`src/hdl/assert_macros.svh`:
```
// Assertion macros used by the top-level RTL file.
// No dependencies.
`ifndef ASSERT_MACROS_SVH
`define ASSERT_MACROS_SVH
// Concurrent assertion clocked on clk_i, disabled during reset.
`define ASSERT_CLK(label, prop, msg) \
  label: assert property (@(posedge clk_i) disable iff (!rst_ni) (prop)) else $error(msg);
// Implication form of the above.
`define ASSERT_IMP(label, ante, cons, msg) \
  label: assert property (@(posedge clk_i) disable iff (!rst_ni) (ante) |-> (cons)) \
    else $error(msg);
`endif

```
`src/hdl/cme_pkg.sv`:
```
// Package for the cubic multibrot escape-time block: payload types, constants.
// No dependencies.
package cme_pkg;
  localparam int unsigned CoordBits = 12;
  localparam int unsigned IterBits  = 10;

  localparam logic [2:0] RegXOrigin = 3'd0;
  localparam logic [2:0] RegYOrigin = 3'd1;
  localparam logic [2:0] RegXStep   = 3'd2;
  localparam logic [2:0] RegYStep   = 3'd3;
  localparam logic [2:0] RegMaxIter = 3'd4;

  typedef struct packed {
    logic [11:0] pixel_x;
    logic [11:0] pixel_y;
  } pix_in_t;

  typedef struct packed {
    logic        escaped;
    logic [9:0]  iterations;
    logic [31:0] magnitude_sq;
  } pix_out_t;

  // Mapped point handed from the front part to the back part.
  typedef struct packed {
    logic signed [31:0] cr;
    logic signed [31:0] ci;
  } point_t;

  function automatic logic signed [31:0] sat32(input logic signed [47:0] v);
    if (v > 48'sd2147483647) return 32'sh7fffffff;
    if (v < -48'sd2147483648) return 32'sh80000000;
    return v[31:0];
  endfunction
endpackage

```
`src/hdl/cme_back.sv`:
```
// Back part: iterates z = z^3 + c with one shared 32x32 multiplier sequencer.
// Depends on cme_pkg.
module cme_back import cme_pkg::*; (
  input  logic        clk_i,
  input  logic        rst_ni,
  input  logic        pt_valid_i,
  output logic        pt_ready_o,
  input  point_t      pt_i,
  input  logic [9:0]  max_iter_i,
  output logic        out_valid_o,
  input  logic        out_ready_i,
  output pix_out_t    out_data_o
);
  localparam logic [2:0] StIdle = 3'd0;
  localparam logic [2:0] StSqR  = 3'd1;
  localparam logic [2:0] StSqI  = 3'd2;
  localparam logic [2:0] StTest = 3'd3;
  localparam logic [2:0] StMulI = 3'd4;
  localparam logic [2:0] StMulR = 3'd5;
  localparam logic [2:0] StDone = 3'd6;

  logic [2:0]         st_q, st_d;
  logic signed [31:0] cr_q, ci_q, zr_q, zi_q;
  logic [63:0]        sqr_q, sqi_q;
  logic [9:0]         n_q;
  logic signed [31:0] ta_q, tb_q;
  pix_out_t           res_q;

  logic signed [31:0] ma, mb;
  logic signed [63:0] prod;
  logic [64:0]        msum;
  logic [34:0]        magw;
  logic [36:0]        r2, i2;
  logic signed [36:0] ta, tb;

  // Shared multiplier operand select.
  always_comb begin
    unique case (st_q)
      StSqR:   begin ma = zr_q; mb = zr_q; end
      StSqI:   begin ma = zi_q; mb = zi_q; end
      StMulI:  begin ma = zi_q; mb = ta_q; end
      StMulR:  begin ma = zr_q; mb = tb_q; end
      default: begin ma = zr_q; mb = zr_q; end
    endcase
  end
  assign prod = ma * mb;

  assign msum = {1'b0, sqr_q} + {1'b0, sqi_q};
  assign magw = msum[64:30];
  // Below escape both squares are under 2^56, so r2, i2 < 2^29.
  assign r2 = {8'd0, sqr_q[55:27]};
  assign i2 = {8'd0, sqi_q[55:27]};
  assign ta = $signed(r2 + r2 + r2 - i2);
  assign tb = $signed(r2 - i2 - i2 - i2);

  assign out_valid_o = st_q == StDone;
  assign out_data_o  = res_q;
  assign pt_ready_o  = st_q == StIdle;

  always_comb begin
    st_d = st_q;
    unique case (st_q)
      StIdle:  if (pt_valid_i) st_d = StSqR;
      StSqR:   st_d = StSqI;
      StSqI:   st_d = StTest;
      StTest:  st_d = (n_q < max_iter_i && msum < 65'h100000000000000) ? StMulI : StDone;
      StMulI:  st_d = StMulR;
      StMulR:  st_d = StSqR;
      StDone:  if (out_ready_i) st_d = StIdle;
      default: st_d = StIdle;
    endcase
  end

  always_ff @(posedge clk_i or negedge rst_ni) begin
    if (!rst_ni) st_q <= StIdle;
    else         st_q <= st_d;
  end

  always_ff @(posedge clk_i) begin
    case (st_q)
      StIdle: if (pt_valid_i) begin
        cr_q <= pt_i.cr; ci_q <= pt_i.ci;
        zr_q <= pt_i.cr; zi_q <= pt_i.ci;
        n_q  <= '0;
      end
      StSqR: sqr_q <= prod;
      StSqI: sqi_q <= prod;
      StTest: begin
        ta_q <= ta[31:0];
        tb_q <= tb[31:0];
        res_q.escaped      <= n_q < max_iter_i;
        res_q.iterations   <= n_q;
        res_q.magnitude_sq <= (magw[34:32] != 3'd0) ? 32'hffffffff : magw[31:0];
      end
      StMulI: zi_q <= sat32(48'(prod >>> 27) + 48'(ci_q));
      StMulR: begin
        zr_q <= sat32(48'(prod >>> 27) + 48'(cr_q));
        n_q  <= n_q + 10'd1;
      end
      default: ;
    endcase
  end
endmodule

```
`config.mk`:
```
export PLATFORM = sky130hd
export DESIGN_NAME = cme_back
export DESIGN_NICKNAME = d
export VERILOG_FILES = /design/src/hdl/assert_macros.svh /design/src/hdl/cme_pkg.sv /design/src/hdl/cme_back.sv
export SDC_FILE = /design/constraint.sdc
export NUM_CORES = 2
export LEC_CHECK = 0
export ABC_AREA = 1
export BUFFER_PORTS_ARGS = -buffer_cell sky130_fd_sc_hd__buf_2
export CELL_PAD_IN_SITES_DETAIL_PLACEMENT = 1
export CELL_PAD_IN_SITES_GLOBAL_PLACEMENT = 1
export CORE_MARGIN = 2
export CORE_UTILIZATION = 54
export DETAILED_ROUTE_END_ITERATION = 10
export PLACE_DENSITY = 0.86
export SYNTH_ARGS = -nofsm -noshare
export SYNTH_HDL_FRONTEND = slang
export SYNTH_SLANG_ARGS = --single-unit
```
`constraint.sdc`:
```
create_clock -name clk_i -period 35.4 [get_ports clk_i]
set_input_delay 10.62 -clock clk_i [delete_from_list [all_inputs] [get_ports clk_i]]
set_output_delay 10.62 -clock clk_i [all_outputs]
set_load 0.03 [all_outputs]
```
# ---- Word-level counts from Yosys, hierarchy flattened
# Index checks and enable logic that the tools add are counted.
dict set report op_classes {
  magnitude_cmp 6
  mul 1
  mux 30
  n_eq_ne 8
  addsub 10
  n_reduce_logical 10
}
# operator n
set ops {}
lappend ops {{two-way mux 32 bit} 11}
lappend ops {{one-hot mux 32 bit (2 select lines)} 2}
lappend ops {{one-hot mux 32 bit (3 select lines)} 1}
lappend ops {{adder 37 x 32 -> 38 bit} 2}
lappend ops {{greater-than comparator 38 x 32 -> 1 bit, second input constant} 2}
lappend ops {{< comparator 38 x 32 -> 1 bit, second input constant} 2}
lappend ops {{adder 64 x 64 -> 65 bit} 1}
lappend ops {{< comparator 65 x 57 -> 1 bit, second input constant} 1}
lappend ops {{multiplier 32 x 32 -> 64 bit} 1}
lappend ops {{subtractor 31 x 29 -> 32 bit} 1}
lappend ops {{subtractor 31 x 30 -> 32 bit} 1}
lappend ops {{adder 30 x 29 -> 31 bit} 1}
lappend ops {{subtractor 30 x 30 -> 31 bit} 1}
lappend ops {{adder 29 x 29 -> 30 bit} 1}
lappend ops {{subtractor 29 x 29 -> 30 bit} 1}
lappend ops {{one-hot mux 3 bit (7 select lines)} 1}
lappend ops {{one-hot mux 10 bit (2 select lines)} 1}
lappend ops {{adder 10 x 1 -> 10 bit, second input constant} 1}
lappend ops {{< comparator 10 bit} 1}
lappend ops {{two-way mux 1 bit} 10}
lappend ops {{two-way mux 10 bit} 1}
lappend ops {{== test 3 bit, second input constant} 3}
lappend ops {{AND reduction 2 bit} 4}
lappend ops {{== test 3 x 2 -> 1 bit, second input constant} 2}
lappend ops {{10 further kinds} 12}
dict set report word_totals {
  output_inout_bits 45
  inputBits 78
  ff_bits 376
  word_cells 78
}

# ---- Depth between registers and ports, before layout
dict set report logic_depth {
  depth_word 13
  depth_mapped 63
  depth_no_buf 58
}

# ---- Worst setup path after synthesis
# OpenSTA, ideal clock, no wires.
dict set report synth_path {
  kind {in2reg}
  startpoint {in pt_valid_i}
  endpoint {reg zi_q[0] (enable)}
  path_buffers 0
  setup_ns 0.387
  t_arrival_ns 12.742
  path_slack_ns 22.271
  required_ns 35.013
  stages 4
  path_cell_list {nand2_1 > inv_1 > nor2_1 > inv_1}
}
dict set report synth_between {
  elab_chain_len 2
}
# item line_no
set synth_lines {}
lappend synth_lines {{start: declaration} cme_back.sv:6} ;# input logic pt_valid_i,
lappend synth_lines {{inequality test 2 bit (no source line)} n/a}
lappend synth_lines {{AND reduction 2 bit (no source line)} n/a}
lappend synth_lines {{end signal: assignment} cme_back.sv:83} ;# zr_q <= pt_i.cr; zi_q <= pt_i.ci;
lappend synth_lines {{end signal: assignment} cme_back.sv:95} ;# StMulI: zi_q <= sat32(48'(prod >>> 27) + 48'(ci_q));
lappend synth_lines {{end: declaration} cme_back.sv:23} ;# logic signed [31:0] cr_q, ci_q, zr_q, zi_q;
# Every way passes these cells.
# A chain may end at the register's enable or synchronous reset.

# ---- Worst setup path in the final report
dict set report layout_path {
  startpoint {reg st_q[2]}
  endpoint {reg zi_q[17] (data pin)}
}
dict set report layout_between {
  elab_chain_len 12
}
# item line_no
set layout_lines {}
lappend layout_lines {{start: declaration} cme_back.sv:22} ;# logic [2:0] st_q, st_d;
lappend layout_lines {{start signal: assignment} cme_back.sv:75} ;# if (!rst_ni) st_q <= StIdle;
lappend layout_lines {{start signal: assignment} cme_back.sv:76} ;# else st_q <= st_d;
lappend layout_lines {{== test 3 bit or == test 3 x 2 -> 1 bit (tied branches)} cme_back.sv:38} ;# unique case (st_q)
lappend layout_lines {{OR reduction 2 bit (no source line)} n/a}
lappend layout_lines {{two-way mux 32 bit} cme_back.sv:38}
lappend layout_lines {{multiplier 32 x 32 -> 64 bit *} cme_back.sv:46} ;# assign prod = ma * mb;
lappend layout_lines {{named net prod[51]} cme_back.sv:30} ;# logic signed [63:0] prod;
lappend layout_lines {{adder 37 x 32 -> 38 bit *} cme_back.sv:95}
lappend layout_lines {{< comparator 38 x 32 -> 1 bit} cme_pkg.sv:32} ;# if (v < -48'sd2147483648) return 32'sh80000000;
lappend layout_lines {{two-way mux 1 bit (2 in series)} cme_pkg.sv:32}
lappend layout_lines {{two-way mux 1 bit} cme_back.sv:80} ;# case (st_q)
lappend layout_lines {{two-way mux 32 bit} cme_pkg.sv:33} ;# return v[31:0];
lappend layout_lines {{two-way mux 32 bit *} cme_pkg.sv:32}
lappend layout_lines {{one-hot mux 32 bit (2 select lines) *} cme_back.sv:80}
# Mark *: on every way through the listed nets, which the timed path passes. The rest lies on a longest branch. The select of a mux whose other input is x is not followed.

==> impl_results.md <==
- Top FF cell, synth: edfxtp_1
- Synth-to-layout area growth: 6.35%
- Internal reg-to-reg setup slack: 19780 ps
- CP dominant cell by count: nand2_1
- Synthesized instance count: 8092
- Synth area leader: fa_1
- Resized Gates After CTS: 0
- DP Wirelength: 228 mm
- Syn. warnings: 0
- Top post-synthesis cells by count: 1986 x nand2_1, 1678 x inv_1, 1114 x fa_1, 980 x nor2_1, 419 x ha_1
- Vias in the first global route: 65700
- Max-cap violation count: 1
- Slew Viols, Final: 5
- Yosys cell types: 60
- Grt ovf: 0
- Slew HR: -2.73%
- Layout cell share with drive strength beyond 1: approximately 5.7%
- Slew at the pin with the worst max-slew slack: 1540 ps
- Num rows: ~130
- Setup CP Type: register to register
- Critical path required time: 35770 ps
- Total CTS buffers: 41
- Die width: 352 µm
- Clk pin slew, worst setup/hold paths: 60 ps
- Failing checks: max-capacitance violations, max-slew violations
- Final period util: 44.1%
- Clk_skew: 36.3 ps
- CP Max Fanout: 57
- GRT Total Usage: 45.1%
- Outcome: complete, but fails checks
- # H-tree levels: 2
- Port bufs: 122
- Vias: 58900
- Root buf cell: clkbuf_16
- Post-route ant nets: 0
- Largest net degree at the start of global routing: between 60 and 70
- Post-CTS Setup Bufs: 0
- Top-count cell post-synth: nand2_1
- CTS tree: built
- Filler instances: approximately 15000
- First-pass GRT wire length: 412 mm
- Reg2reg end: zi_q[17]$_DFFE_PP_
- Final critical-path required period: 15620 ps
- Final setup viols: 0
- CP max stage cell: fa_1
- Initial antenna violation count: 25
- Worst-case reg-to-reg path depth: 52
- Endpoints failing hold: 0
- Hold Crit Class: register to register
- Top-area cell type share of the netlist area: about a third
- Placer congestion estimate: 1.02
- Die Height: ~350 µm
- CP peak stage delay: 1120 ps
- Final worst slack: 19780 ps
- Sequential element share of the synthesized area: 17.2%
- Mapped Area: ~65000 µm²
- Clock latency on the worst-skew pair: 620 ps
- WP data arrival: 15980 ps
- FMAX: 64.0 MHz
- CP endpoint kind: register
- Drt via density: 5.99
- Setup TNS after final layout: 0 ps
- CP startpoint: st_q[2]$_DFFE_PN0P_
- DRT Wirelength: approximately 280 mm
- Io pins: 123
- Post-DR wirelength/cell: between 20 and 30 µm
- FF+latch area: 11200 µm²
- # nets final: 9780
- Pre-CTS WS: 20110 ps
- CP Launch Type: register
- Clock sinks: between 300 and 400
- Worst Setup EP: zi_q[17]$_DFFE_PP_
- RSZ-0062 raised after global routing: no
- Initial DRT Pass Iterations: 6
- Core Box Area: 120000 µm²
- Asr flop ratio synth: less than 1%
- CTS Hold Buffers Added: 0
- Post-synthesis net count: about 9700
- #FFs+latches synth: roughly 380
- Layout Cells excl Fill: ~9800
- Number of synthesized flops with an enable pin: 372
- Post-synthesis area per instance: 8.08 µm²
- Area of the multi-input gates: around 47000 µm²
- Synth top area cells: fa_1 34%, edfxtp_1 17%, nand2_1 11%
- Residual DRC: 0
- Initial Utilization: around 54%
- Crit Reg-Reg Startpoint: st_q[2]$_DFFE_PN0P_
- Clock Path Buffers: 3
- Post-Place Cells: 9738
- Full die area: 124000 µm²
- Starting DRT DRC Count: between 5000 and 6000
## cells by family after synthesis
family,share of synthesized area [%]
simple gates,20.4
buf+inv,11.5
fa+ha+maj,42.1
compound gates,5.83
flops,17.2
xor+xnor,2.91
## sequential cells by signal, summed over array words and instances (netlist names)
| signal | cells |
|---|---|
| sqi_q | 64 |
| sqr_q | 64 |
| out_data_o | 43 |
| ci_q | 32 |
| cr_q | 32 |
| ta_q | 32 |
| zi_q | 32 |
| zr_q | 32 |
| tb_q | 31 |
| n_q | 10 |
| st_q | 3 |
## area by class of cell
type	count	area share (%)
multi-input cells	5772	67.3
flip-flops and latches	375	16.2
inverters	1736	9.38
well taps	1612	2.90
repair buffers	243	2.19
clock buffers	50	1.56
clock inverters	24	0.499
diodes	14	0.0504
## through the flow
step | cell area [µm²] | hold WS (ps) | util (%)
final | 69500 | 508 | 57.9
after CTS | 69500 | 507 | 57.9
after floorplan | 65400 | 454 | -
after global placement | 68100 | 500 | 56.7
after global routing | 69500 | 534 | 57.9
after detailed placement | 68100 | 518 | 56.7
## worst min path at each step
stage | end | start | cells after the start
after floorplan | out_data_o[35]$_DFFE_PN_ | n_q[3]$_SDFFCE_PP0P_ | 0
after global placement | out_data_o[35]$_DFFE_PN_ | n_q[3]$_SDFFCE_PP0P_ | 0
after detailed placement | out_data_o[35]$_DFFE_PN_ | n_q[3]$_SDFFCE_PP0P_ | 0
after CTS | out_data_o[35]$_DFFE_PN_ | n_q[3]$_SDFFCE_PP0P_ | 0
after global routing | out_data_o[35]$_DFFE_PN_ | n_q[3]$_SDFFCE_PP0P_ | 0
final | out_data_o[35]$_DFFE_PN_ | n_q[3]$_SDFFCE_PP0P_ | 0
## worst max-delay path: cells and delay by family (launching register included)
family / cells / cell delay, ps
AOI/OAI and AO/OA: 2 / 600
buffers and inverters: 13 / 2980
DFF: 1 / 530
and+or+nand+nor: 27 / 5110
adders and majority gates: 10 / 6050
## cells in the final DEF (no fill, tap or decap), types with 122 or more instances in the layout
master / n
a21oi_1: 349
o21ai_0: 143
edfxtp_1: 372
nand3_1: 190
buf_2: 122
ha_1: 419
inv_1: 1677
nor2_1: 968
fa_1: 1114
xor2_1: 137
nand2_1: 1985
## per-layer routing
layer  up-vias  global-route usage [%]  part of all wire [%]
met3      1204                    12.0                    11
met5         -                       0                 0.031
met2      3580                    69.6                    44
met1     29500                    55.8                    36
li1      24600                       -                     -
met4        12                    29.8                   8.0
Power is left out: the tool's default activity adds up to more than one toggle a clock period on the data nets, which glitch-free logic cannot reach.
