## config.mk

```make
export PLATFORM = sky130hd
export DESIGN_NAME = cme_fifo
export DESIGN_NICKNAME = d
export VERILOG_FILES = /design/src/hdl/assert_macros.svh /design/src/hdl/cme_pkg.sv /design/src/hdl/cme_fifo.sv
export SDC_FILE = /design/constraint.sdc
export NUM_CORES = 1
export LEC_CHECK = 0
export BUFFER_PORTS_ARGS = -buffer_cell sky130_fd_sc_hd__buf_2
export CAP_MARGIN = 0
export CORE_MARGIN = 2
export CORE_UTILIZATION = 40
export CTS_CLUSTER_SIZE = 28
export DETAILED_ROUTE_END_ITERATION = 8
export PLACE_DENSITY = 0.7
export SYNTH_ARGS = -nofsm -noshare
export SYNTH_HDL_FRONTEND = slang
export SYNTH_SLANG_ARGS = --single-unit
export TNS_END_PERCENT = 10
```

## constraint.sdc

```tcl
create_clock -name clk_i -period 4.2 [get_ports clk_i]
set_input_delay 0.21 -clock clk_i [delete_from_list [all_inputs] [get_ports clk_i]]
set_output_delay 0.21 -clock clk_i [all_outputs]
set_load 0.01 [all_outputs]
```

## src/hdl/assert_macros.svh

```systemverilog
// Assertion macros used by the top-level RTL file.
// No dependencies.
`ifndef ASSERT_MACROS_SVH
`define ASSERT_MACROS_SVH
// Concurrent assertion clocked on clk_i, disabled during reset.
`define ASSERT_CLK(label, prop, msg) \
  label: assert property (@(posedge clk_i) disable iff (!rst_ni) (prop)) else $error(msg);
// Implication form of the above.
`define ASSERT_IMP(label, ante, cons, msg) \
  label: assert property (@(posedge clk_i) disable iff (!rst_ni) (ante) |-> (cons)) \
    else $error(msg);
`endif

```

## src/hdl/cme_pkg.sv

```systemverilog
// Package for the cubic multibrot escape-time block: payload types, constants.
// No dependencies.
package cme_pkg;
  localparam int unsigned CoordBits = 12;
  localparam int unsigned IterBits  = 10;

  localparam logic [2:0] RegXOrigin = 3'd0;
  localparam logic [2:0] RegYOrigin = 3'd1;
  localparam logic [2:0] RegXStep   = 3'd2;
  localparam logic [2:0] RegYStep   = 3'd3;
  localparam logic [2:0] RegMaxIter = 3'd4;

  typedef struct packed {
    logic [11:0] pixel_x;
    logic [11:0] pixel_y;
  } pix_in_t;

  typedef struct packed {
    logic        escaped;
    logic [9:0]  iterations;
    logic [31:0] magnitude_sq;
  } pix_out_t;

  // Mapped point handed from the front part to the back part.
  typedef struct packed {
    logic signed [31:0] cr;
    logic signed [31:0] ci;
  } point_t;

  function automatic logic signed [31:0] sat32(input logic signed [47:0] v);
    if (v > 48'sd2147483647) return 32'sh7fffffff;
    if (v < -48'sd2147483648) return 32'sh80000000;
    return v[31:0];
  endfunction
endpackage

```

## src/hdl/cme_fifo.sv

```systemverilog
// Two-entry queue of mapped points between the front and back parts.
// Depends on cme_pkg.
module cme_fifo import cme_pkg::*; (
  input  logic   clk_i,
  input  logic   rst_ni,
  input  logic   wr_valid_i,
  output logic   wr_ready_o,
  input  point_t wr_data_i,
  output logic   rd_valid_o,
  input  logic   rd_ready_i,
  output point_t rd_data_o
);
  point_t     mem_q [2];
  logic       wp_q, rp_q;
  logic [1:0] cnt_q;
  logic       wr, rd;

  assign wr_ready_o = cnt_q != 2'd2;
  assign rd_valid_o = cnt_q != 2'd0;
  assign wr = wr_valid_i && wr_ready_o;
  assign rd = rd_valid_o && rd_ready_i;
  assign rd_data_o = mem_q[rp_q];

  always_ff @(posedge clk_i or negedge rst_ni) begin
    if (!rst_ni) begin
      wp_q  <= 1'b0;
      rp_q  <= 1'b0;
      cnt_q <= 2'd0;
    end else begin
      if (wr) wp_q <= !wp_q;
      if (rd) rp_q <= !rp_q;
      cnt_q <= cnt_q + {1'b0, wr} - {1'b0, rd};
    end
  end

  always_ff @(posedge clk_i) begin
    if (wr) mem_q[wp_q] <= wr_data_i;
  end
endmodule

```

Word-level counts from Yosys, hierarchy flattened

Memory sizes are Yosys's and may differ from the RTL's.
Cells that the tools add are included.

Add/subtract/negate cells: 2
Equal/unequal tests: 1
Mux-type cells: 2
Reduce and logical (&&, ||, !) cells: 5

Operators with widths:

| kind                                        | count |
|---|---|
| 2-bit by 1-bit adder with 2-bit output      | 1 |
| 1-bit logical AND                           | 2 |
| 1-bit zero test                             | 2 |
| 1-bit 2-to-1 mux                            | 2 |
| 2-bit != test, second input constant        | 1 |
| 2-bit nonzero test                          | 1 |
| 2-bit by 1-bit subtractor with 2-bit output | 1 |

Register bits after elaboration: 4
Memory bits (writable): 128
Input bits: 68
Memories: 1

Memories:

| name  | depth | width | read ports | clocked after memory_dff | wr ports | line           | RTL |
|---|---|---|---|---|---|---|---|
| mem_q | 2     | 64    | 1          | 0                        | 1        | cme_fifo.sv:13 | `point_t mem_q [2];` |

Logic depth before layout (Yosys ltp)

Gate-level depths: netlist of run 1.

Depth after elaboration: 4
Gate-level depth with buffers: 5
Gate-level depth less buffers: 5

Worst setup path before layout of run 1

No wires, ideal clock.

Kind: reg-to-reg
Start: reg cnt_q[0]
End: mem mem_q[0][0] in the netlist's numbering, enable pin
Data arrival time: 3.369 ns
Path slack: 0.345 ns
Stages on the path, launching flop included: 4
Path through: dfrtp_1 > nand2b_1 > nand2_1 > nor2_1

Longest elaborated chain between the ends: 4

RTL lines:

| element                                | line           | RTL |
|---|---|---|
| from (decl)                            | cme_fifo.sv:15 | `logic [1:0] cnt_q;` |
| from (signal assigned)                 | cme_fifo.sv:32 | `cnt_q <= cnt_q + {1'b0, wr} - {1'b0, rd};` |
| 2-bit != test                          | cme_fifo.sv:18 | `assign wr_ready_o = cnt_q != 2'd2;` |
| via wr_ready_o                         | cme_fifo.sv:7  | `output logic wr_ready_o,` |
| 1-bit logical AND                      | cme_fifo.sv:20 | `assign wr = wr_valid_i && wr_ready_o;` |
| 1-bit 2-to-1 mux                       | cme_fifo.sv:37 | `if (wr) mem_q[wp_q] <= wr_data_i;` |
| 1-bit 2-to-1 mux (not written as such) | cme_fifo.sv:37 |  |
| to (decl)                              | cme_fifo.sv:13 |  |

The timed path passes the listed nets, and every way through them passes these cells.

==> reports/results.tsv, run 1 <==
metric	value	unit
leading area contributor after synthesis	edfxtp_1	
mux contribution to synthesized area	14.8	%
critical path's top delay family	flip-flops	
WP buf/inv	2	
crit path cell chain	buf_4 -> mux2_2 -> buf_2	
clk sinks	132	
mapped cell area	4860	um^2
crit path max fanout	46	
clock root cell	clkbuf_16	
share of cells above drive strength 1	52.7	%
Seq/Total Area, Yosys	81.2	%
post-synthesis compound-gate area fraction	0.490	%
final net count	500	
Die H	114	um
Final setup viols	0	
later-pin clock latency in the skew report	0.40	ns
Hold EP	mem_q[1][46]$_DFFE_PP_	
CP arrival	2.46	ns
Final Hold Fails	0	
GPL Wtd Cong	0.684	
Synth top area share	79.2	%
Lkg Pwr	2.62	nW
CORE AREA	11900	um^2
Ant. Diodes	0	
via count	2763	
Synth area leaders	edfxtp_1, mux2_2, dfrtp_1	
unrepaired setup endpoints after global routing	false	
WL per Instance	15.9	um
Hold Path Depth	1	
required time worst endpoint	3.99	ns
die area	13000	um^2
number of antenna violations at the first check in global routing	0	
Max clock buf depth	2	
PD cells	676	nW/um^2
# H-tree levels	4	
setup TNS	0	ns
Final min period	2.67	ns
drt via density	4.68	
drc violations	0	
final period utilization	63.5	%
Hold Path Class	in2reg	
DRT Pass-1 Iters	6	
GRT Total Usage	15.0	%
Post-Syn Instances	221	
max frequency	375	MHz
VDD IR-drop max	0.453	mV
CP max stage cell	dfrtp_2	
Worst Clk Skew	0.00807	ns
Post-Syn Nets	290	
status	completed	
critical path's largest stage delay	1.07	ns
Routed Antenna Nets	0	
CTS Buf Count	17	
R2R Path Start	cnt_q[0]$_DFF_PN0_	
type of element capturing the critical path	primary output	
YS warnings	0	
Setup crit start kind	flop	
Mapped Avg Cell Area	22.0	um^2
number of synthesized register bits	132	
# Max-Cap Violations	0	
flop2flop setup slack	1.97	ns
initial DRC count	106	
FP Rows	40	
post-DP HPWL	5.69	mm
Distinct cells, synth	19	
PortBufs	133	
Top Ports	134	
vias in the first global route	2909	
critical path class	reg2out	
starting density of the core	40.8	%
# Post-CTS Setup Buffers	0	
global-route wire length before repair	14.5	mm
area grow syn2layout	42.4	%
slew of the pin with the lowest slew margin	1.07	ns
max-slew violation count	0	
placed instance area	5680	um^2
pin count of the biggest net entering global routing	47	
Overflow after GRT	0	
final WL	9.39	mm
non-filler cells, final	591	
Rel. slew slack	28.5	%
Final Cell Area	6920	um^2
Reg-to-Reg End	mem_q[1][40]$_DFFE_PP_	
Post-Synth Adder-Cell Area	0.258	%
Post-Synth Simple-Gate Area	1.24	%
Die X	114	um
Worst-path clk slew	0.06	ns
CTS tree	done	
hold_sp	wr_data_i[46]	
overall power	0.00468	W
R2R cell count	3	
placed insts	497	
main combinational cell family by area after synthesis	multiplexers	
XOR/XNOR Fraction of Synth Area	0.541	%
==> layer usage <==
metal,wire (um),GRT usage (%),vias up
met5,0,0,-
met2,4800,25.7,91
met3,510,5.03,12
met1,3950,17.4,1359
met4,123,6.10,0
li1,-,-,1301
==> per-stage QoR <==
stage / setup WS, ns / utilization, % / hold WS (ns)
floorplan: 0.345 / - / -0.0856
global placement: 1.92 / 47.7 / 0.0194
detailed placement: 1.91 / 47.7 / 0.0183
CTS: 1.45 / 58.0 / 0.000319
global route: 1.37 / 58.1 / 0.00532
finish: 1.53 / 58.1 / 0.0184
==> cell type report <==
| type | count | area (um^2) |
|---|---|---|
| Clock buffer | 18 | 429 |
| Clock inverter | 14 | 185 |
| Fill cell | 932 | 5000 |
| Multi-Input combinational cell | 82 | 851 |
| Sequential cell | 132 | 3950 |
| Tap cell | 147 | 184 |
| Timing Repair Buffer | 198 | 1320 |
==> cell usage in the layout, fill, tap and decap left out, drive strengths merged, types with 2 or more instances in the layout <==
| cell | count |
|---|---|
| dfrtp | 4 |
| bufinv | 4 |
| dlygate4sd3 | 62 |
| nand2 | 2 |
| buf | 136 |
| xnor2 | 3 |
| clkinv | 5 |
| edfxtp | 128 |
| nor2 | 3 |
| mux2 | 64 |
| clkinvlp | 4 |
| clkbuf | 18 |
==> worst max-delay path by stage <==
stage | start | endpoint | slack [ns] | cells past startpoint
floorplan | cnt_q[0]$_DFF_PN0_ | mem_q[0][0]$_DFFE_PP_ | 0.35 | 3
global placement | rp_q$_DFFE_PN0P_ | rd_data_o[28] | 1.92 | 3
detailed placement | rp_q$_DFFE_PN0P_ | rd_data_o[28] | 1.91 | 3
CTS | rp_q$_DFFE_PN0P_ | rd_data_o[44] | 1.45 | 3
global route | rp_q$_DFFE_PN0P_ | rd_data_o[28] | 1.37 | 3
finish | rp_q$_DFFE_PN0P_ | rd_data_o[28] | 1.53 | 3
==> worst reg2reg max path, stage by stage (launching register included) <==
cell	delay, ns
dfrtp_1	0.42
nand2b_1	0.18
and3_2	0.69
buf_4	0.57
==> kinds of logic (layout without fill, tap and decap cells) <==
family | after synthesis | after routing
flip-flops | 132 | 132
multiplexers | 64 | 64
XOR/XNOR | 3 | 3
AND/OR/NAND/NOR | 11 | 11
AO/OA/AOI/OAI | 3 | 3
buffers and inverters | 7 | 230
adder cells (fa/ha/maj) | 1 | 1
==> repair_timing <==
item / in CTS / in global routing
endpoints found under the hold margin: 124 / 2
gates resized for setup: 0 / 0
hold buffers: 61 / 1
==> flip-flops by register name, summed over array words and instances, names as in the netlist <==
name / count
cnt_q: 2
rp_q: 1
mem_q: 128
wp_q: 1
==> power by group <==
group	leakage [nW]	switching [W]	internal, W
Sequential	1.24	0.000165	0.00180
Combinational	1.10	0.000598	0.000602
Clock	0.287	0.000520	0.000988
Total	2.62	0.00128	0.00339
==> synth_stat cells (all sizes together) <==
cell type	number
o21ba	1
and3	1
edfxtp	128
nor2b	1
a311oi	1
nor4bb	1
or2	1
nand3	1
xnor2	3
o21ai	1
nor2	3
ha	1
nand2b	1
dfrtp	4
nand2	2
mux2	64
buf	7
No activity file was read; power rests on OpenSTA's default activity.
==> inputs of run 2 (changes only) <==
Settings changed: ABC_AREA set to 1, PLACE_DENSITY 0.7 to 0.72.
Clock period 4.2 ns to 2.3 ns, I/O delays scaled along.
==> reports/results.tsv, run 2 <==
metric	value	unit
status	completed	
placed insts	638	
die area	13300	um^2
clock root cell	clkbuf_16	
critical path's top delay family	buffers and inverters	
Max clock buf depth	2	
leading area contributor after synthesis	edfxtp_1	
commonest non-fill, non-tap cell in the layout	nand2_1	
initial DRC count	138	
Lkg Pwr	3.00	nW
commonest cells after routing, fill and taps aside	nand2_1, buf_2, edfxtp_1, dlygate4sd3_1, clkbuf_16	
type of element capturing the critical path	primary output	
final period utilization	81.5	%
share of cells above drive strength 1	28.5	%
ys async rst share	3.03	%
top-count cell post-synth	nand2_1	
CTS Buf Count	17	
via count	3382	
starting density of the core	41.1	%
XOR/XNOR Fraction of Synth Area	0.177	%
pin count of the biggest net entering global routing	65	
number of synthesized register bits	132	
EDFF count, synth	128	
post-layout util	57.6	%
Die H	115	um
critical path's largest stage delay	0.56	ns
Rel. slew slack	53.9	%
setup TNS	0	ns
Seq/Total Area, Yosys	79.8	%
Synth top area share	77.8	%
Post-Synth Adder-Cell Area	0.253	%
crit path max fanout	64	
Hold Path Class	in2reg	
synth cell count leaders	nand2_1, edfxtp_1, buf_6	
Post-Synth Simple-Gate Area	16.0	%
Gate power share	30.4	%
FP Rows	40	
Routed Antenna Nets	0	
Post-Syn Instances	366	
non-filler cells, final	733	
Final setup viols	0	
hold_ws	0.0194	ns
post-synthesis compound-gate area fraction	0.203	%
Final Hold Fails	0	
sw frac	31.7	%
Top reg by flops	mem_q	
CORE AREA	12000	um^2
CP arrival	1.76	ns
# Max-Cap Violations	0	
PD cells	1240	nW/um^2
Worst-path clk slew	0.05	ns
most used cell, CP	nand2_1	
clk sinks	132	
WP buf/inv	2	
mux contribution to synthesized area	0	%
Setup crit start kind	flop	
final net count	644	
vias in the first global route	3440	
mapped cell area	4940	um^2
Top Ports	134	
later-pin clock latency in the skew report	0.40	ns
main combinational cell family by area after synthesis	simple AND/OR/NAND/NOR gates	
GRT Total Usage	15.8	%
drc violations	0	
YS warnings	0	
Synth area leaders	edfxtp_1, nand2_1, buf_6	
Mapped Avg Cell Area	13.5	um^2
Post-Syn Nets	435	
Worst Clk Skew	0.00779	ns
PortBufs	133	
max-slew violation count	0	
critical path class	reg2out	
Final Cell Area	6920	um^2
top_reg_cell synth	edfxtp_1	
GPL Wtd Cong	0.745	
max frequency	533	MHz
Die X	115	um
global-route wire length before repair	15.5	mm
Reg power frac	39.9	%
Distinct cells, synth	15	
placed instance area	5720	um^2
Power Internal	0.00587	W
Overflow after GRT	0	
# H-tree levels	4	
drt via density	4.61	
Ant. Diodes	0	
slew of the pin with the lowest slew margin	0.692	ns
CP max stage cell	buf_4	
CTS tree	done	
final WL	10.1	mm
area grow syn2layout	40.1	%
post-DP HPWL	5.97	mm
Clk pwr share	29.7	%
Top Registers	mem_q (128), cnt_q (2)	
unrepaired setup endpoints after global routing	false	
required time worst endpoint	2.18	ns
sw power	0.00273	W
WL per Instance	13.7	um
Final min period	1.88	ns
crit path cell chain	buf_4 -> nand2_1 -> nand2_1 -> buf_2	
VDD IR-drop max	0.659	mV
post-cts sizing count	0	
max reg flops	128	
number of antenna violations at the first check in global routing	0	
DRT Pass-1 Iters	4	
[run 2: final timing paths]
kind / cells after the start / to / slack, ns / startpoint
setup / recovery: 4 / rd_data_o[25] / 0.42 / rp_q$_DFFE_PN0P_
hold reg to reg: 1 / cnt_q[0]$_DFF_PN0_ / 0.58 / cnt_q[0]$_DFF_PN0_
max in group asynchronous: 2 / rp_q$_DFFE_PN0P_ / 2.12 / rst_ni
hold / removal: 3 / wp_q$_DFFE_PN0P_ / 0.02 / wr_valid_i
setup reg to reg: 5 / mem_q[1][26]$_DFFE_PP_ / 0.79 / cnt_q[0]$_DFF_PN0_
min in group asynchronous: 2 / rp_q$_DFFE_PN0P_ / 0.05 / rst_ni
[run 2: per-stage QoR]
stage                     worst slack (ns)  total power (W)
after global routing                 0.269          0.00911
after detailed placement             0.757          0.00604
after global placement               0.806          0.00596
final                                0.424          0.00860
after floorplan                     -0.432          0.00514
after CTS                            0.400          0.00870
[run 2: per-layer routing]
metal	part of all wire [%]	track usage [%]	vias up
met5	0	0	-
met4	2.5	8.67	0
met3	5.2	5.06	26
met2	52	27.9	125
met1	40	16.6	1583
li1	-	-	1648
[run 2: cell families (layout without fill, tap and decap cells)]
group,count (synthesis),count (layout)
simple gates,208,208
flops,132,132
compound gates,2,2
xor+xnor,1,1
buf+inv,22,242
fa+ha+maj,1,1
[run 2: power groups by stage]
stage | combinational [W] | sequential (W) | clock [W]
after detailed placement | 0.00256 | 0.00348 | 0
after CTS | 0.00266 | 0.00343 | 0.00261
after floorplan | 0.00168 | 0.00346 | 0
after global routing | 0.00294 | 0.00348 | 0.00270
after global placement | 0.00250 | 0.00346 | 0
final | 0.00261 | 0.00343 | 0.00255
[run 2: worst reg2reg max path, stage by stage (launching register included)]
cell and delay (ns):
dfrtp_1 0.39, inv_1 0.07, nand2_2 0.09, nand2_2 0.11, nor2_4 0.10, buf_4 0.39
[run 2: what timing repair did]
item	in CTS	in global routing
setup buffers	0	0
hold endpoints to repair	132	0
endpoints found under the setup margin	0	0
hold buffers	65	0
[run 2: area by class of cell]
class	count	area [um^2]
Multi-Input combinational cell	212	835
Sequential cell	132	3950
Clock inverter	7	108
Timing Repair Buffer	204	1370
Inverter	8	30.0
Fill cell	949	5090
Clock buffer	23	448
Tap cell	147	184
==> inputs of run 3 (changes only) <==
Clock period 2.3 ns to 1.7 ns, I/O delays scaled along.
==> reports/results.tsv, run 3 (same netlist as run 2, synthesis figures left out) <==
metric	value	unit
area grow syn2layout	43.2	%
Top Ports	134	
hold_sp	rd_ready_i	
CP max stage cell	dfrtp_2	
Hold Path Depth	5	
unrepaired setup endpoints after global routing	false	
drc violations	0	
CTS Buf Count	17	
required time worst endpoint	1.62	ns
critical path's largest stage delay	0.42	ns
critical path's top delay family	buffers and inverters	
status	completed	
Final setup viols	0	
Final Hold Fails	0	
Reg-to-Reg End	mem_q[0][15]$_DFFE_PP_	
Top reg by flops	mem_q	
number of antenna violations at the first check in global routing	1	
# H-tree levels	4	
Setup crit start kind	flop	
final WL	10.8	mm
vias in the first global route	3503	
Die H	115	um
Overflow after GRT	0	
commonest non-fill, non-tap cell in the layout	nand2_1	
Die X	115	um
CORE AREA	12000	um^2
drt via density	4.56	
DRT Pass-1 Iters	5	
Lkg Pwr	3.06	nW
commonest cells after routing, fill and taps aside	nand2_1, buf_2, edfxtp_1, dlygate4sd3_1, clkbuf_16	
WP buf/inv	3	
VDD IR-drop max	0.928	mV
type of element capturing the critical path	primary output	
pin count of the biggest net entering global routing	40	
die area	13300	um^2
Hold Path Class	in2reg	
CTS tree	done	
final net count	649	
Worst-path clk slew	0.06	ns
# Max-Cap Violations	0	
initial DRC count	175	
crit path max fanout	29	
Rel. slew slack	77.6	%
starting density of the core	41.1	%
R2R cell count	5	
Hold EP	cnt_q[1]$_DFF_PN0_	
GPL Wtd Cong	0.788	
# Post-CTS Setup Buffers	0	
clk sinks	132	
flop2flop setup slack	0.21	ns
crit path cell chain	inv_2 -> buf_6 -> nand2_1 -> nand2_1 -> buf_2	
later-pin clock latency in the skew report	0.42	ns
Worst Clk Skew	0.00561	ns
CP arrival	1.48	ns
Max clock buf depth	2	
share of cells above drive strength 1	29.8	%
clock root cell	clkbuf_16	
Top Registers	mem_q (128), cnt_q (2)	
max-slew violation count	0	
final period utilization	92.3	%
PD cells	1710	nW/um^2
max reg flops	128	
via count	3377	
slew of the pin with the lowest slew margin	0.337	ns
FP Rows	40	
final worst setup slack	0.132	ns
global-route wire length before repair	16.4	mm
post-DP HPWL	6.40	mm
WL per Instance	14.6	um
post-layout util	58.9	%
max frequency	638	MHz
R2R Path Start	cnt_q[0]$_DFF_PN0_	
critical path class	reg2out	
PortBufs	133	
dpl ws	0.239	ns
most used cell, CP	nand2_1	
Final min period	1.57	ns
Routed Antenna Nets	0	
GRT Total Usage	17.0	%
==> run 3: changes by cell type in the layout (fill, tap and decap cells not counted) <==
cell           before  now
buf_4               5    4
clkinv_4            0    3
nand2_4             0    1
buf_12              1    4
diode_2             0    1
buf_6               0    1
nand2_2             2    1
clkbuf_1            6    1
dlygate4sd3_1      65   67
clkinvlp_4          0    3
bufinv_16           3    4
==> run 3: through the flow <==
stage	instances	area (um^2)	total power [W]	hold WS (ns)	TNS, ns
3_5_place_dp	641	5780	0.00832	-0.101	0
6_report	741	7070	0.0121	0.0328	0
2_1_floorplan	366	4960	0.00696	-0.211	-39.96
4_1_cts	740	7070	0.0122	0.0121	0
5_1_grt	741	7070	0.0128	0.0336	0
3_3_place_gp	641	5780	0.00822	-0.102	0
==> run 3: what timing repair did <==
action                                 CTS  global route
setup endpoints to repair                0            24
endpoints found under the hold margin  133             0
gates resized for setup                  0             1
hold buffers                            67             0
==> run 3: routing by layer <==
layer	up-vias	wire, um	track usage, %
li1	1659	-	-
met5	-	0	0
met4	0	221	8.59
met2	104	5710	30.1
met3	23	571	6.69
met1	1591	4280	17.5
==> run 3: tightest hold or removal path, stage by stage <==
cell and delay [ns]:
buf_2 0.11, inv_1 0.05, nor2_1 0.05, nand3_1 0.08
nand2_1 0.05
==> run 3: final cells by class <==
| cell class | instances | area [um^2] |
|---|---|---|
| Fill cell | 938 | 4940 |
| Tap cell | 147 | 184 |
| Sequential cell | 132 | 3950 |
| Multi-Input combinational cell | 212 | 840 |
| Clock inverter | 14 | 186 |
| Timing Repair Buffer | 209 | 1460 |
| Inverter | 8 | 30.0 |
| Clock buffer | 18 | 429 |
| Antenna cell | 1 | 2.50 |
==> run 3: worst max path at each step <==
stage	start	endpoint	slack (ns)	cells past startpoint
floorplan	cnt_q[0]$_DFF_PN0_	mem_q[1][0]$_DFFE_PP_	-0.33	4
global placement	cnt_q[0]$_DFF_PN0_	mem_q[0][21]$_DFFE_PP_	0.30	5
detailed placement	cnt_q[0]$_DFF_PN0_	mem_q[0][21]$_DFFE_PP_	0.24	5
CTS	rp_q$_DFFE_PN0P_	rd_data_o[2]	0.02	5
global route	rp_q$_DFFE_PN0P_	rd_data_o[12]	0.03	5
finish	rp_q$_DFFE_PN0P_	rd_data_o[12]	0.13	5
==> run 3: power by group <==
part | switching (W) | leakage (nW) | internal, W
Sequential | 0.000203 | 1.23 | 0.00444
Combinational | 0.00235 | 1.53 | 0.00135
Clock | 0.00133 | 0.291 | 0.00244
Total | 0.00388 | 3.06 | 0.00822
